**config.mk**
```make
export PLATFORM = sky130hd
export DESIGN_NAME = signed_int_to_decimal_ascii
export DESIGN_NICKNAME = d
export VERILOG_FILES = /design/src/hw/rtl/sitda_pkg.sv /design/src/hw/rtl/signed_int_to_decimal_ascii.sv
export SDC_FILE = /design/constraint.sdc
export NUM_CORES = 1
export LEC_CHECK = 0
export ABC_AREA = 0
export BUFFER_PORTS_ARGS = -buffer_cell sky130_fd_sc_hd__buf_2
export CORE_MARGIN = 2
export CORE_UTILIZATION = 35
export DETAILED_ROUTE_END_ITERATION = 6
export GPL_ROUTABILITY_DRIVEN = 1
export PLACE_DENSITY = 0.56
export SLEW_MARGIN = 20
export SYNTH_ARGS = -nofsm -noshare
export SYNTH_HDL_FRONTEND = slang
export SYNTH_SLANG_ARGS = --single-unit
```
**constraint.sdc**
```tcl
create_clock -name clk_i -period 5.61 [get_ports clk_i]
set_input_delay 0.8415 -clock clk_i [delete_from_list [all_inputs] [get_ports clk_i]]
set_output_delay 0.8415 -clock clk_i [all_outputs]
set_load 0.05 [all_outputs]
```
**src/hw/rtl/sitda_pkg.sv**
```systemverilog
package sitda_pkg;

  // Width of the signed input word.
  localparam int unsigned VALUE_BITS = 32;

  // Decimal digits needed for the largest magnitude, 2^(VALUE_BITS-1).
  // 30103 / 100000 approximates log10(2) closely enough over 8..64 bits.
  localparam int unsigned BCD_DIGITS = ((VALUE_BITS - 1) * 30103) / 100000 + 1;
  localparam int unsigned BCD_BITS   = 4 * BCD_DIGITS;

  localparam int unsigned CNT_W = $clog2(VALUE_BITS + 1);
  localparam int unsigned DIG_W = $clog2(BCD_DIGITS + 1);

  localparam int unsigned CHAR_W = 7;
  localparam logic [CHAR_W-1:0] CHAR_MINUS = 7'd45;
  localparam logic [CHAR_W-1:0] CHAR_ZERO  = 7'd48;

  typedef enum logic [1:0] {
    ST_IDLE,
    ST_CONV,
    ST_SKIP,
    ST_EMIT
  } state_e;

endpackage

```
**src/hw/rtl/signed_int_to_decimal_ascii.sv**
```systemverilog
// Signed integer to decimal ASCII. Each input beat carries one signed
// two's-complement word; the block answers with its decimal text, one ASCII
// character per output beat, most significant first: a leading '-' for
// negative values, no leading zeros, a lone '0' for zero, and tlast on the
// final character. The most negative value prints exactly (its magnitude is
// formed unsigned). One number is converted at a time: the magnitude is
// shifted bit by bit through a double-dabble BCD register (one input bit per
// cycle), leading zero digits are then dropped one per cycle, and the
// remaining characters leave one per cycle while the output does not stall.
// The last character sits in an output register, so the next number is
// taken and converted while that beat still waits.
module signed_int_to_decimal_ascii (
  input  logic       clk_i,
  input  logic       rst_ni,
  // input stream
  input  logic       s_axis_tvalid_i,
  output logic       s_axis_tready_o,
  input  logic [31:0] s_axis_tdata_i,   // [31:0] value (signed)
  // output stream
  output logic       m_axis_tvalid_o,
  input  logic       m_axis_tready_i,
  output logic [7:0] m_axis_tdata_o,    // [6:0] character, [7] zero fill
  output logic       m_axis_tlast_o     // is_last
);

  localparam int unsigned VB = sitda_pkg::VALUE_BITS;
  localparam int unsigned BB = sitda_pkg::BCD_BITS;
  localparam int unsigned ND = sitda_pkg::BCD_DIGITS;
  localparam int unsigned CW = sitda_pkg::CNT_W;
  localparam int unsigned DW = sitda_pkg::DIG_W;
  localparam int unsigned XW = sitda_pkg::CHAR_W;

  sitda_pkg::state_e state_q, state_d;

  logic [VB-1:0] bin_q, bin_d;     // magnitude, shifted out MSB first
  logic [BB-1:0] bcd_q, bcd_d;     // packed BCD, most significant digit on top
  logic          neg_q, neg_d;     // minus sign still to send
  logic [CW-1:0] cnt_q, cnt_d;     // binary bits left to shift in
  logic [DW-1:0] dig_q, dig_d;     // BCD digits left in the register

  logic          m_valid_q, m_valid_d;
  logic [XW-1:0] m_char_q, m_char_d;
  logic          m_last_q, m_last_d;

  logic [VB-1:0] in_val;
  logic [VB-1:0] in_mag;
  logic          in_neg;
  logic [BB-1:0] bcd_adj;
  logic [3:0]    top_dig;
  logic          out_free;
  logic          in_fire;

  assign in_val  = s_axis_tdata_i[VB-1:0];
  assign in_neg  = in_val[VB-1];
  assign in_mag  = in_neg ? (~in_val + VB'(1)) : in_val;
  assign top_dig = bcd_q[BB-1 -: 4];

  assign s_axis_tready_o = (state_q == sitda_pkg::ST_IDLE);
  assign in_fire         = s_axis_tvalid_i & s_axis_tready_o;
  assign out_free        = ~m_valid_q | m_axis_tready_i;

  // Double-dabble correction: any digit of 5 or more gets +3 before the shift.
  always_comb begin
    for (int i = 0; i < ND; i++) begin
      if (bcd_q[4*i +: 4] >= 4'd5) begin
        bcd_adj[4*i +: 4] = bcd_q[4*i +: 4] + 4'd3;
      end else begin
        bcd_adj[4*i +: 4] = bcd_q[4*i +: 4];
      end
    end
  end

  always_comb begin
    state_d   = state_q;
    bin_d     = bin_q;
    bcd_d     = bcd_q;
    neg_d     = neg_q;
    cnt_d     = cnt_q;
    dig_d     = dig_q;
    m_char_d  = m_char_q;
    m_last_d  = m_last_q;
    m_valid_d = m_valid_q & ~m_axis_tready_i;

    unique case (state_q)
      sitda_pkg::ST_IDLE: begin
        if (in_fire) begin
          bin_d   = in_mag;
          bcd_d   = '0;
          neg_d   = in_neg;
          cnt_d   = CW'(VB);
          state_d = sitda_pkg::ST_CONV;
        end
      end
      sitda_pkg::ST_CONV: begin
        bcd_d = {bcd_adj[BB-2:0], bin_q[VB-1]};
        bin_d = {bin_q[VB-2:0], 1'b0};
        cnt_d = cnt_q - CW'(1);
        if (cnt_q == CW'(1)) begin
          dig_d   = DW'(ND);
          state_d = sitda_pkg::ST_SKIP;
        end
      end
      sitda_pkg::ST_SKIP: begin
        // drop leading zeros, keep at least one digit
        if (top_dig == 4'd0 && dig_q != DW'(1)) begin
          bcd_d = {bcd_q[BB-5:0], 4'd0};
          dig_d = dig_q - DW'(1);
        end else begin
          state_d = sitda_pkg::ST_EMIT;
        end
      end
      sitda_pkg::ST_EMIT: begin
        if (out_free) begin
          m_valid_d = 1'b1;
          if (neg_q) begin
            m_char_d = sitda_pkg::CHAR_MINUS;
            m_last_d = 1'b0;
            neg_d    = 1'b0;
          end else begin
            m_char_d = sitda_pkg::CHAR_ZERO + {3'd0, top_dig};
            m_last_d = (dig_q == DW'(1));
            bcd_d    = {bcd_q[BB-5:0], 4'd0};
            dig_d    = dig_q - DW'(1);
            if (dig_q == DW'(1)) begin
              state_d = sitda_pkg::ST_IDLE;
            end
          end
        end
      end
      default: state_d = sitda_pkg::ST_IDLE;
    endcase
  end

  always_ff @(posedge clk_i or negedge rst_ni) begin
    if (!rst_ni) begin
      state_q   <= sitda_pkg::ST_IDLE;
      m_valid_q <= 1'b0;
      neg_q     <= 1'b0;
      cnt_q     <= '0;
      dig_q     <= '0;
    end else begin
      state_q   <= state_d;
      m_valid_q <= m_valid_d;
      neg_q     <= neg_d;
      cnt_q     <= cnt_d;
      dig_q     <= dig_d;
    end
  end

  always_ff @(posedge clk_i) begin
    bin_q    <= bin_d;
    bcd_q    <= bcd_d;
    m_char_q <= m_char_d;
    m_last_q <= m_last_d;
  end

  assign m_axis_tvalid_o = m_valid_q;
  assign m_axis_tdata_o  = {1'b0, m_char_q};
  assign m_axis_tlast_o  = m_last_q;

endmodule

```
==> results by group, run 1 <==
Power
  – Portion of total power attributed to the clock network: 0.159
  – Portion of total power attributed to combinational logic: 0.447
  – Max IR drop VDD: approximately 0.00028 V
  – Switching power: 1.55 mW
  – Overall power: 3.79 mW
  – Sw Share: 0.409
  – Power per cell area: 591 nW/um^2
  – Pleak: 2.52 nW
  – Cell internal power dissipation: around 2.2 mW
  – Reg power frac: 0.394

Logic synthesis
  – Post-synthesis async set-or-reset flop share: 0.152
  – Mapped Area: 5700 um^2
  – Cell taking the most area after synthesis: sky130_fd_sc_hd__edfxtp_1
  – Sequential share of the synthesized area: 0.472
  – Yosys warnings: 0
  – Number of flops mapped to enable cells by yosys: just under 80
  – Top post-synthesis cells by area: sky130_fd_sc_hd__edfxtp_1 41%, sky130_fd_sc_hd__ha_1 6.6%, sky130_fd_sc_hd__dfrtp_1 6.1%
  – Avg Inst Size Synth: 9.70 um^2
  – Leading register cell type out of synthesis: sky130_fd_sc_hd__edfxtp_1
  – Syn Inst Count: between 500 and 600
  – Register bit count reported by yosys: 92
  – Number of distinct library cells after synthesis: 49
  – Portion of synthesized cell area occupied by the leading cell type: 0.411

STA
  – Final hold violation count: 0
  – Minimum period implied by the final worst setup slack: between 2 and 3 ns
  – Transition time at the pin with the least slew margin: approximately 0.84 ns
  – Total negative setup slack: 0 ns
  – Final clock skew: 0.00523 ns
  – Worst-case setup margin in the final layout: 2.76 ns
  – Final cycle utilization of the critical path: 0.507
  – F_max: 351 MHz
  – Number of setup violations in the final report: 0
  – Unrepaired setup endpoints after global routing: false
  – Headroom to the max-slew limit: 0.437
  – Number of max-slew violations in the final report: 0

Clocking
  – Clock edge transition at the registers on the reported setup and hold paths: 0.07 ns
  – Post-CTS setup buffer count: 0
  – # clock sinks: just over 90
  – Maximum number of buffers from clock root to sink: 2
  – H-tree levels: 3
  – Clock latency at the later pin of the worst-skew pair: 0.34 ns
  – Total clock buffers created by CTS: 9
  – Clock tree from TritonCTS: built
  – Clock root buffer: sky130_fd_sc_hd__clkbuf_16
  – Count of cells resized by post-cts repair: 0
  – Number of buffers inserted by hold repair at cts: 0

Cells and area
  – Area delta synth->final: 12.5%
  – Layout cells sized above 1: 0.125
  – ANT cells: 0
  – Most common cell after layout, fill and taps aside: sky130_fd_sc_hd__edfxtp_1
  – Leading cell types in the layout, fill and taps excluded: 78 x sky130_fd_sc_hd__edfxtp_1, 74 x sky130_fd_sc_hd__nand2_1, 68 x sky130_fd_sc_hd__nor2_1, 43 x sky130_fd_sc_hd__o21ai_0, 43 x sky130_fd_sc_hd__buf_2
  – Core Util, Final: 0.404
  – Number of nets in the layout: 684

Worst setup path
  – Number of cells on the worst reg-to-reg path: 8
  – Category of cells accounting for the largest share of critical-path delay: adder cells
  – Worst Setup Path Type: reg2out
  – Worst Setup Start Kind: flop
  – R2r startpoint: state_q[1]
  – Slowest library cell on the worst path: sky130_fd_sc_hd__ha_1
  – Maximum fanout along the worst path: 22
  – Required time of the critical path: approximately 4.8 ns
  – CP endpoint kind: output port
  – Data arrival at the endpoint of the critical path: around 2.0 ns
  – Cells along the critical path: inv_1 -> ha_1 -> buf_2
  – Buffer and inverter count on the worst path: 2
  – Reg2reg setup slack: 3.03 ns
  – Max incr delay on CP: 0.71 ns
  – Reg-to-reg endpoint: dig_q[3]
  – Critical Path Start: state_q[0]

Routing
  – DRT antenna net count: 0
  – Routed WL: 11300 um
  – DRC violations left: 0
  – Drt via density: 5.10
  – Number of iterations in the first detailed-routing pass: 4
  – Final routed wire length divided by cell count: 13.5 um
  – Iteration-0 DRC count of the detailed router: between 200 and 300
  – Via total after detailed routing: 4275

Place
  – Worst setup slack before clock tree synthesis: 2.53 ns
  – HPWL after detailed placement: about 7600 um
  – Last weighted congestion value of the routability-driven placer: slightly above 0.8
  – Count of input and output buffers: 43

Die
  – Die Footprint: 17300 um^2
  – Core footprint: between 15000 and 20000 um^2
  – Number of top-level pins: 47
  – Initial Utilization: 0.359
  – Horizontal die dimension: 132 um
  – Row count: 46
  – Die Ht: 132 um

Global routing
  – Tot GR Track Use: 0.134
  – Via count of the first global-routing pass: 4188
  – Met3 routing resource usage after global routing: 0.0374
  – Global-route track usage on met1: 0.174
  – Pin count of the biggest net entering global routing: 70
  – Met2 track utilization from global routing: 0.218
  – Initial antenna violation count: 0
  – Most heavily used metal layer in global routing: met2
  – Wire length of the first global-routing pass: 19400 um
  – Leftover overflow at the end of global routing: 0

Worst hold path
  – Min-Delay Path Class: in2async

Run
  – Max-cap violations: 0

Status
  – Result of the run: completed
[kinds of logic after synthesis]
kind of cell,count (synthesis),synth area share
and+or+nand+nor,207,0.168
AOI/OAI and AO/OA,132,0.152
DFF,92,0.472
buffers and inverters,64,0.0441
xor gates and xnor gates,49,0.0753
adders and majority gates,30,0.0658
muxes,12,0.0222
other,2,0.00132
[worst reg2reg max path: stages, from the launching register on]
cell and delay (ns):
sky130_fd_sc_hd__dfrtp_1 0.41, sky130_fd_sc_hd__inv_1 0.13, sky130_fd_sc_hd__ha_4 0.44, sky130_fd_sc_hd__buf_4 0.58
sky130_fd_sc_hd__nor2_1 0.11, sky130_fd_sc_hd__a21oi_1 0.32, sky130_fd_sc_hd__nor3_1 0.19, sky130_fd_sc_hd__a21oi_1 0.18
sky130_fd_sc_hd__o22ai_1 0.09
[worst max path at each step]
stage	endpoint	depth (start not counted)
finish	s_axis_tready_o	3
global route	s_axis_tready_o	3
CTS	s_axis_tready_o	3
floorplan	bcd_q[0]	5
global placement	bin_q[19]	6
detailed placement	bin_q[19]	6
[per-stage QoR]
stage / area (um^2) / hold WS [ns] / cells
after detailed placement: 6120 / 0.515 / 823
final: 6420 / 0.389 / 839
after floorplan: 5710 / 0.500 / 589
after global placement: 6120 / 0.510 / 823
after CTS: 6420 / 0.385 / 839
after global routing: 6420 / 0.393 / 839
[layer usage]
metal  wire length [um]  up-vias
met4                106        0
met1               5290     2032
li1                   -     2149
met3                529        5
met2               5400       89
met5                  0        -
[synthesized netlist by cell type, types with 3 or more instances]
cell type and instances:
sky130_fd_sc_hd__nor2_1 68, sky130_fd_sc_hd__ha_1 30, sky130_fd_sc_hd__nor4_1 5, sky130_fd_sc_hd__o41ai_1 4, sky130_fd_sc_hd__xnor2_1 24, sky130_fd_sc_hd__a22oi_1 26
sky130_fd_sc_hd__nand4b_1 4, sky130_fd_sc_hd__dfrtp_1 14, sky130_fd_sc_hd__a21oi_1 16, sky130_fd_sc_hd__o22ai_1 3, sky130_fd_sc_hd__nor3b_1 4, sky130_fd_sc_hd__o31ai_1 11
sky130_fd_sc_hd__buf_4 3, sky130_fd_sc_hd__nor3_1 9, sky130_fd_sc_hd__inv_1 35, sky130_fd_sc_hd__xor2_1 25, sky130_fd_sc_hd__edfxtp_1 78, sky130_fd_sc_hd__nand2_1 74
sky130_fd_sc_hd__mux2_2 5, sky130_fd_sc_hd__nor2b_1 5, sky130_fd_sc_hd__o21ai_0 43, sky130_fd_sc_hd__a32oi_1 5, sky130_fd_sc_hd__nand3_1 6, sky130_fd_sc_hd__or2_2 4
sky130_fd_sc_hd__o211ai_1 7, sky130_fd_sc_hd__or3_1 4, sky130_fd_sc_hd__mux2i_1 7, sky130_fd_sc_hd__clkbuf_1 24, sky130_fd_sc_hd__a21o_1 5, sky130_fd_sc_hd__nand2b_1 15
[power by group through the flow]
stage	clock network (mW)	registers [mW]	logic, mW
global placement	0	1.50	1.66
global route	0.648	1.55	1.93
finish	0.601	1.50	1.70
detailed placement	0	1.51	1.72
CTS	0.626	1.50	1.72
floorplan	0	1.52	1.29
[flip-flops by register name (all words and copies together) (netlist names)]
| signal | cells |
|---|---|
| bcd_q | 40 |
| bin_q | 32 |
| cnt_q | 6 |
| dig_q | 4 |
| m_axis_tlast_o | 1 |
| m_axis_tvalid_o | 1 |
| m_char_q | 5 |
| neg_q | 1 |
| state_q | 2 |
[layout make-up]
class / instances / area, um^2
Multi-Input combinational cell: 433 / 2780
Timing Repair Buffer: 47 / 245
Clock inverter: 3 / 16.3
Tap cell: 216 / 270
Fill cell: 1616 / 9470
Sequential cell: 92 / 2690
Inverter: 35 / 131
Clock buffer: 13 / 282
Power figures use the tool's default switching activity.
==> run 2, diff against run 1 <==
==> constraint.sdc (replaced) <==
create_clock -name clk_i -period 2.7 [get_ports clk_i]
set_input_delay 0.405 -clock clk_i [delete_from_list [all_inputs] [get_ports clk_i]]
set_output_delay 0.405 -clock clk_i [all_outputs]
set_load 0.05 [all_outputs]
==> results by group, run 2 (synthesis results as in run 1) <==
STA
  – Final clock skew: 0.00766 ns (was 0.00523 ns)
  – Minimum period implied by the final worst setup slack: 2.33 ns
  – Final cycle utilization of the critical path: 0.861
  – Transition time at the pin with the least slew margin: 0.808 ns (was 0.844 ns)
  – Total negative setup slack: 0 ns (unchanged)
  – Number of max-slew violations in the final report: 0 (unchanged)
  – Number of setup violations in the final report: 0 (unchanged)
  – Unrepaired setup endpoints after global routing: false (unchanged)
  – F_max: 430 MHz
  – Final hold violation count: 0 (unchanged)
  – Headroom to the max-slew limit: 0.461 (was 0.437)

Worst setup path
  – Crit path to: dig_q[3] (was s_axis_tready_o)
  – Number of cells on the worst reg-to-reg path: 7 (was 8)
  – Critical Path Start: bcd_q[36] (was state_q[0])
  – CP endpoint kind: flop (was output port)
  – Slowest library cell on the worst path: sky130_fd_sc_hd__nor3_1 (was sky130_fd_sc_hd__ha_1)
  – Maximum fanout along the worst path: 6 (was 22)
  – Category of cells accounting for the largest share of critical-path delay: simple AND/OR/NAND/NOR gates (was adder cells)
  – Reg2reg setup slack: 0.37 ns (was 3.03 ns)
  – Worst Setup Path Type: reg2reg (was reg2out)
  – Max incr delay on CP: 0.55 ns (was 0.71 ns)
  – Worst Setup Start Kind: flop (unchanged)
  – Reg-to-reg endpoint: dig_q[3] (unchanged)
  – Cell depth of the worst setup path: 7 (was 3)
  – Buffer and inverter count on the worst path: 1 (was 2)
  – R2r startpoint: bcd_q[36] (was state_q[1])
  – Data arrival at the endpoint of the critical path: 2.53 ns (was 2.00 ns)
  – Cells along the critical path: inv_1 -> ha_1 -> nor3b_1 -> a21boi_0 -> nor3_1 -> and3_1 -> o22ai_1 (was inv_1 -> ha_1 -> buf_2)
  – Required time of the critical path: 2.91 ns (was 4.77 ns)

Worst hold path
  – Min-Delay Path Class: in2reg (was in2async)

Power
  – Max IR drop VDD: 0.000465 V (was 0.000276 V)
  – Power per cell area: 1220 nW/um^2 (was 591 nW/um^2)
  – Pleak: 2.55 nW (was 2.52 nW)
  – Overall power: 7.91 mW (was 3.79 mW)

Clocking
  – Maximum number of buffers from clock root to sink: 2 (unchanged)
  – H-tree levels: 3 (unchanged)
  – Clock tree from TritonCTS: built (unchanged)
  – Clock edge transition at the registers on the reported setup and hold paths: 0.07 ns (about the same)
  – Post-CTS setup buffer count: 0 (unchanged)
  – Clock latency at the later pin of the worst-skew pair: 0.35 ns (was 0.34 ns)
  – # clock sinks: 92 (unchanged)
  – Total clock buffers created by CTS: 9 (unchanged)
  – Clock root buffer: sky130_fd_sc_hd__clkbuf_16 (unchanged)

Place
  – Count of input and output buffers: 43 (unchanged)
  – Post-placement cell area: 6180 um^2 (was 6120 um^2)
  – Instance count after placement with tap cells included: 828 (was 823)
  – HPWL after detailed placement: 7690 um (was 7600 um)
  – Last weighted congestion value of the routability-driven placer: 0.798 (was 0.808)

Routing
  – Routed WL: 11200 um (was 11300 um)
  – Final routed wire length divided by cell count: 13.3 um (was 13.5 um)
  – DRT antenna net count: 0 (unchanged)
  – Via total after detailed routing: 4265 (was 4275)
  – Drt via density: 5.05 (was 5.10)
  – Number of iterations in the first detailed-routing pass: 4 (unchanged)
  – DRC violations left: 0 (unchanged)
  – Iteration-0 DRC count of the detailed router: 255 (was 273)

Cells and area
  – Max FFs per register: 40 (unchanged)
  – Layout cells sized above 1: 0.132 (was 0.125)
  – Leading cell types in the layout, fill and taps excluded: 78 x sky130_fd_sc_hd__edfxtp_1, 74 x sky130_fd_sc_hd__nand2_1, 68 x sky130_fd_sc_hd__nor2_1, 43 x sky130_fd_sc_hd__o21ai_0, 43 x sky130_fd_sc_hd__buf_2 (unchanged)
  – Most common cell after layout, fill and taps aside: sky130_fd_sc_hd__edfxtp_1 (unchanged)
  – Final standard cell area without fillers: 6470 um^2 (was 6420 um^2)
  – ANT cells: 0 (unchanged)
  – Area delta synth->final: 13.5% (was 12.5%)
  – Registers with the most flip-flops: bcd_q: 40 flops, bin_q: 32 flops, cnt_q: 6 flops (unchanged)
  – Filler-free cell count of the finished design: 845 (was 839)
  – Number of nets in the layout: 690 (was 684)
  – Core Util, Final: 0.408 (was 0.404)
  – Register with the most flip-flops: bcd_q (unchanged)

Global routing
  – Leftover overflow at the end of global routing: 0 (unchanged)
  – Initial antenna violation count: 0 (unchanged)
  – Pin count of the biggest net entering global routing: 60 (was 70)
  – Wire length of the first global-routing pass: 19600 um (was 19400 um)
  – Via count of the first global-routing pass: 4245 (was 4188)
  – Tot GR Track Use: 0.135 (was 0.134)

Die
  – Die Footprint: 17300 um^2 (unchanged)
  – Row count: 46 (unchanged)
  – Initial Utilization: 0.359 (unchanged)
  – Die Ht: 132 um (unchanged)
  – Core footprint: 15900 um^2 (unchanged)
  – Number of top-level pins: 47 (unchanged)
  – Horizontal die dimension: 132 um (unchanged)

Run
  – Max-cap violations: 0 (unchanged)

Status
  – Result of the run: completed (unchanged)
-- run 2: changes by cell type in the layout (fill, tap and decap cells not counted) --
cell                            before  now
sky130_fd_sc_hd__buf_12              0    1
sky130_fd_sc_hd__buf_4               4    8
sky130_fd_sc_hd__clkbuf_8            2    0
sky130_fd_sc_hd__clkinv_4            0    2
sky130_fd_sc_hd__dlygate4sd3_1       0    1
sky130_fd_sc_hd__nor3_2              1    0
sky130_fd_sc_hd__nor3_4              0    1
-- run 2: layout make-up --
class / instances / area [um^2]
Timing Repair Buffer: 53 / 305
Clock inverter: 5 / 33.8
Fill cell: 1620 / 9410
Tap cell: 216 / 270
Inverter: 35 / 131
Sequential cell: 92 / 2690
Clock buffer: 11 / 254
Multi-Input combinational cell: 433 / 2790
-- run 2: through the flow --
| step | setup slack [ns] | hold WS (ns) |
|---|---|---|
| floorplan | 0.0610 | 0.109 |
| global placement | 0.216 | 0.318 |
| detailed placement | 0.163 | 0.330 |
| CTS | 0.353 | 0.361 |
| global route | 0.146 | 0.378 |
| finish | 0.374 | 0.377 |
-- run 2: how the worst min path moves through the flow --
stage	slack (ns)	startpoint	endpoint	cells after the start
2_1_floorplan	0.11	rst_ni	cnt_q[0]	0
3_3_place_gp	0.32	rst_ni	cnt_q[3]	1
3_5_place_dp	0.33	rst_ni	cnt_q[3]	1
4_1_cts	0.36	s_axis_tvalid_i	cnt_q[5]	3
5_1_grt	0.38	s_axis_tvalid_i	cnt_q[5]	3
6_report	0.38	s_axis_tvalid_i	cnt_q[5]	3
-- run 2: where the power goes --
group | total, mW | internal [mW] | switching (mW) | leakage [nW]
combinational | 3.58 | 1.34 | 2.24 | 1.44
sequential | 3.10 | 2.63 | 0.471 | 0.957
clock | 1.23 | 0.681 | 0.550 | 0.145
-- run 2: repair_timing --
action / 4_1_cts / 5_1_grt
gates resized for setup: 0 / 0
hold buffers: 1 / 0
endpoints found under the hold margin: 14 / 0
-- run 2: metal layers --
layer	up-vias	track usage	part of all wire
li1	2158	-	-
met1	2024	0.173	0.49
met2	71	0.225	0.46
met3	12	0.0305	0.034
met4	0	0.0471	0.015
met5	-	0	0
-- run 2: tightest hold or removal path: cells and delay by family --
| family | cells | cell delay (ns) |
|---|---|---|
| AO/OA/AOI/OAI | 1 | 0.07 |
| buffers and inverters | 1 | 0.13 |
| AND/OR/NAND/NOR | 1 | 0.08 |
==> run 3, diff against run 2 <==
--- a/config.mk
+++ b/config.mk
@@ -8,10 +8,10 @@
 export ABC_AREA = 0
 export BUFFER_PORTS_ARGS = -buffer_cell sky130_fd_sc_hd__buf_2
 export CORE_MARGIN = 2
-export CORE_UTILIZATION = 35
+export CORE_UTILIZATION = 45
 export DETAILED_ROUTE_END_ITERATION = 6
 export GPL_ROUTABILITY_DRIVEN = 1
-export PLACE_DENSITY = 0.56
+export PLACE_DENSITY = 0.68
 export SLEW_MARGIN = 20
 export SYNTH_ARGS = -nofsm -noshare
 export SYNTH_HDL_FRONTEND = slang
==> results by group, run 3 (synthesis results as in run 1) <==
Cells and area
  – ANT cells: 0 (unchanged)
  – Number of nets in the layout: 696 (was 690)
  – Combined flip-flop and latch cell area: 2690 um^2 (unchanged)
  – Registers with the most flip-flops: bcd_q: 40 flops, bin_q: 32 flops, cnt_q: 6 flops (unchanged)
  – Area of the multi-input gates: 2790 um^2 (unchanged)
  – Area delta synth->final: 13.1% (was 13.5%)
  – Layout cells sized above 1: 0.137 (was 0.132)
  – Count of filler cells inserted in the layout: 1167 (was 1620)
  – Register with the most flip-flops: bcd_q (unchanged)
  – Core Util, Final: 0.515 (was 0.408)
  – Max FFs per register: 40 (unchanged)
  – Leading cell types in the layout, fill and taps excluded: 78 x sky130_fd_sc_hd__edfxtp_1, 74 x sky130_fd_sc_hd__nand2_1, 68 x sky130_fd_sc_hd__nor2_1, 43 x sky130_fd_sc_hd__o21ai_0, 43 x sky130_fd_sc_hd__buf_2 (unchanged)
  – Final standard cell area without fillers: 6450 um^2 (was 6470 um^2)
  – Most common cell after layout, fill and taps aside: sky130_fd_sc_hd__edfxtp_1 (unchanged)

Routing
  – Drt via density: 5.33 (was 5.05)
  – Number of iterations in the first detailed-routing pass: 5 (was 4)
  – Routed WL: 10900 um (was 11200 um)
  – Final routed wire length divided by cell count: 13.6 um (was 13.3 um)
  – DRT antenna net count: 0 (unchanged)
  – Iteration-0 DRC count of the detailed router: 257 (was 255)
  – DRC violations left: 0 (unchanged)
  – Via total after detailed routing: 4305 (was 4265)

Global routing
  – Leftover overflow at the end of global routing: 0 (unchanged)
  – Wire length of the first global-routing pass: 18900 um (was 19600 um)
  – Via count of the first global-routing pass: 4238 (was 4245)
  – Initial antenna violation count: 0 (unchanged)
  – Pin count of the biggest net entering global routing: 45 (was 60)
  – Tot GR Track Use: 0.173 (was 0.135)

Clocking
  – Maximum number of buffers from clock root to sink: 2 (unchanged)
  – Clock latency at the later pin of the worst-skew pair: 0.34 ns (was 0.35 ns)
  – Total clock buffers created by CTS: 9 (unchanged)
  – Clock tree from TritonCTS: built (unchanged)
  – Clock root buffer: sky130_fd_sc_hd__clkbuf_16 (unchanged)
  – H-tree levels: 3 (unchanged)
  – Post-CTS setup buffer count: 0 (unchanged)
  – # clock sinks: 92 (unchanged)
  – Clock edge transition at the registers on the reported setup and hold paths: 0.06 ns (was 0.07 ns)

STA
  – Final clock skew: 0.00746 ns (was 0.00766 ns)
  – Number of max-slew violations in the final report: 0 (unchanged)
  – Final cycle utilization of the critical path: 0.904 (was 0.861)
  – Number of setup violations in the final report: 0 (unchanged)
  – F_max: 410 MHz (was 430 MHz)
  – Total negative setup slack: 0 ns (unchanged)
  – Headroom to the max-slew limit: 0.440 (was 0.461)
  – Unrepaired setup endpoints after global routing: false (unchanged)
  – Final hold violation count: 0 (unchanged)
  – Transition time at the pin with the least slew margin: 0.835 ns (was 0.808 ns)
  – Minimum period implied by the final worst setup slack: 2.44 ns (was 2.33 ns)

Run
  – Max-cap violations: 0 (unchanged)

Place
  – Last weighted congestion value of the routability-driven placer: 0.781 (was 0.798)
  – HPWL after detailed placement: 7600 um (was 7690 um)
  – Count of input and output buffers: 43 (unchanged)
  – Post-placement cell area: 6150 um^2 (was 6180 um^2)

Die
  – Core footprint: 12500 um^2 (was 15900 um^2)
  – Initial Utilization: 0.456 (was 0.359)
  – Horizontal die dimension: 117 um (was 132 um)
  – Number of top-level pins: 47 (unchanged)
  – Die Footprint: 13600 um^2 (was 17300 um^2)
  – Row count: 41 (was 46)
  – Die Ht: 117 um (was 132 um)

Worst setup path
  – CP endpoint kind: flop (unchanged)
  – Maximum fanout along the worst path: 20 (was 6)
  – Worst Setup Start Kind: flop (unchanged)
  – Required time of the critical path: 2.75 ns (was 2.91 ns)
  – Worst Setup Path Type: reg2reg (unchanged)
  – Data arrival at the endpoint of the critical path: 2.49 ns (was 2.53 ns)

Status
  – Result of the run: completed (unchanged)

Power
  – Max IR drop VDD: 0.000541 V (was 0.000465 V)
  – Pleak: 2.57 nW (was 2.55 nW)
  – Overall power: 7.96 mW (was 7.91 mW)
  – Power per cell area: 1230 nW/um^2 (was 1220 nW/um^2)

Worst hold path
  – Min-Delay Path Class: in2reg (unchanged)
## run 3: final timing paths
check,to,cells after the start,from,slack (ns)
setup / recovery,bcd_q[9],6,bcd_q[36],0.26
hold / removal,cnt_q[5],3,s_axis_tvalid_i,0.39
setup reg to reg,bcd_q[9],6,bcd_q[36],0.26
hold reg to reg,bin_q[3],2,bin_q[2],0.53
max in group asynchronous,cnt_q[1],2,rst_ni,1.96
min in group asynchronous,dig_q[2],2,rst_ni,0.49
## run 3: layout make-up
cell class                 instances  share of cell area
multi-input combinational        434               0.432
sequential                        92               0.417
timing repair buffer              58              0.0531
clock buffer                      15              0.0431
tap                              172              0.0334
inverter                          35              0.0204
clock inverter                     1            0.000776
## run 3: worst max-delay path: stages, from the launching register on
cell and delay [ns]:
sky130_fd_sc_hd__edfxtp_1 0.38, sky130_fd_sc_hd__inv_1 0.09, sky130_fd_sc_hd__ha_1 0.14, sky130_fd_sc_hd__nor3b_1 0.33
sky130_fd_sc_hd__a21boi_0 0.32, sky130_fd_sc_hd__nor3_4 0.63, sky130_fd_sc_hd__buf_12 0.25
## run 3: repair_timing
item                                    CTS  global route
hold endpoints to repair                 14             0
hold buffers                              1             0
gates resized for setup                   0             0
endpoints found under the setup margin    0            20
## run 3: layer usage
layer | track usage | vias up | share of wire
met3 | 0.0358 | 9 | 0.037
met1 | 0.221 | 2033 | 0.47
met4 | 0.0463 | 0 | 0.012
met2 | 0.299 | 88 | 0.48
li1 | - | 2175 | -
met5 | 0 | - | 0
## run 3: metrics by stage
stage          setup WS (ns)  hold slack [ns]  std cells
2_1_floorplan         0.0610            0.109        589
3_3_place_gp           0.208            0.312        789
3_5_place_dp           0.113            0.320        789
4_1_cts               0.0453            0.378        806
5_1_grt                0.104            0.422        807
6_report               0.260            0.390        807
## run 3: report_power, final
group          internal (mW)  switching, mW  leakage (nW)  total, mW
logic                   1.39           2.28          1.47       3.67
clock network          0.699          0.502         0.140       1.20
registers               2.63          0.462         0.957       3.09
total                   4.72           3.24          2.57       7.96
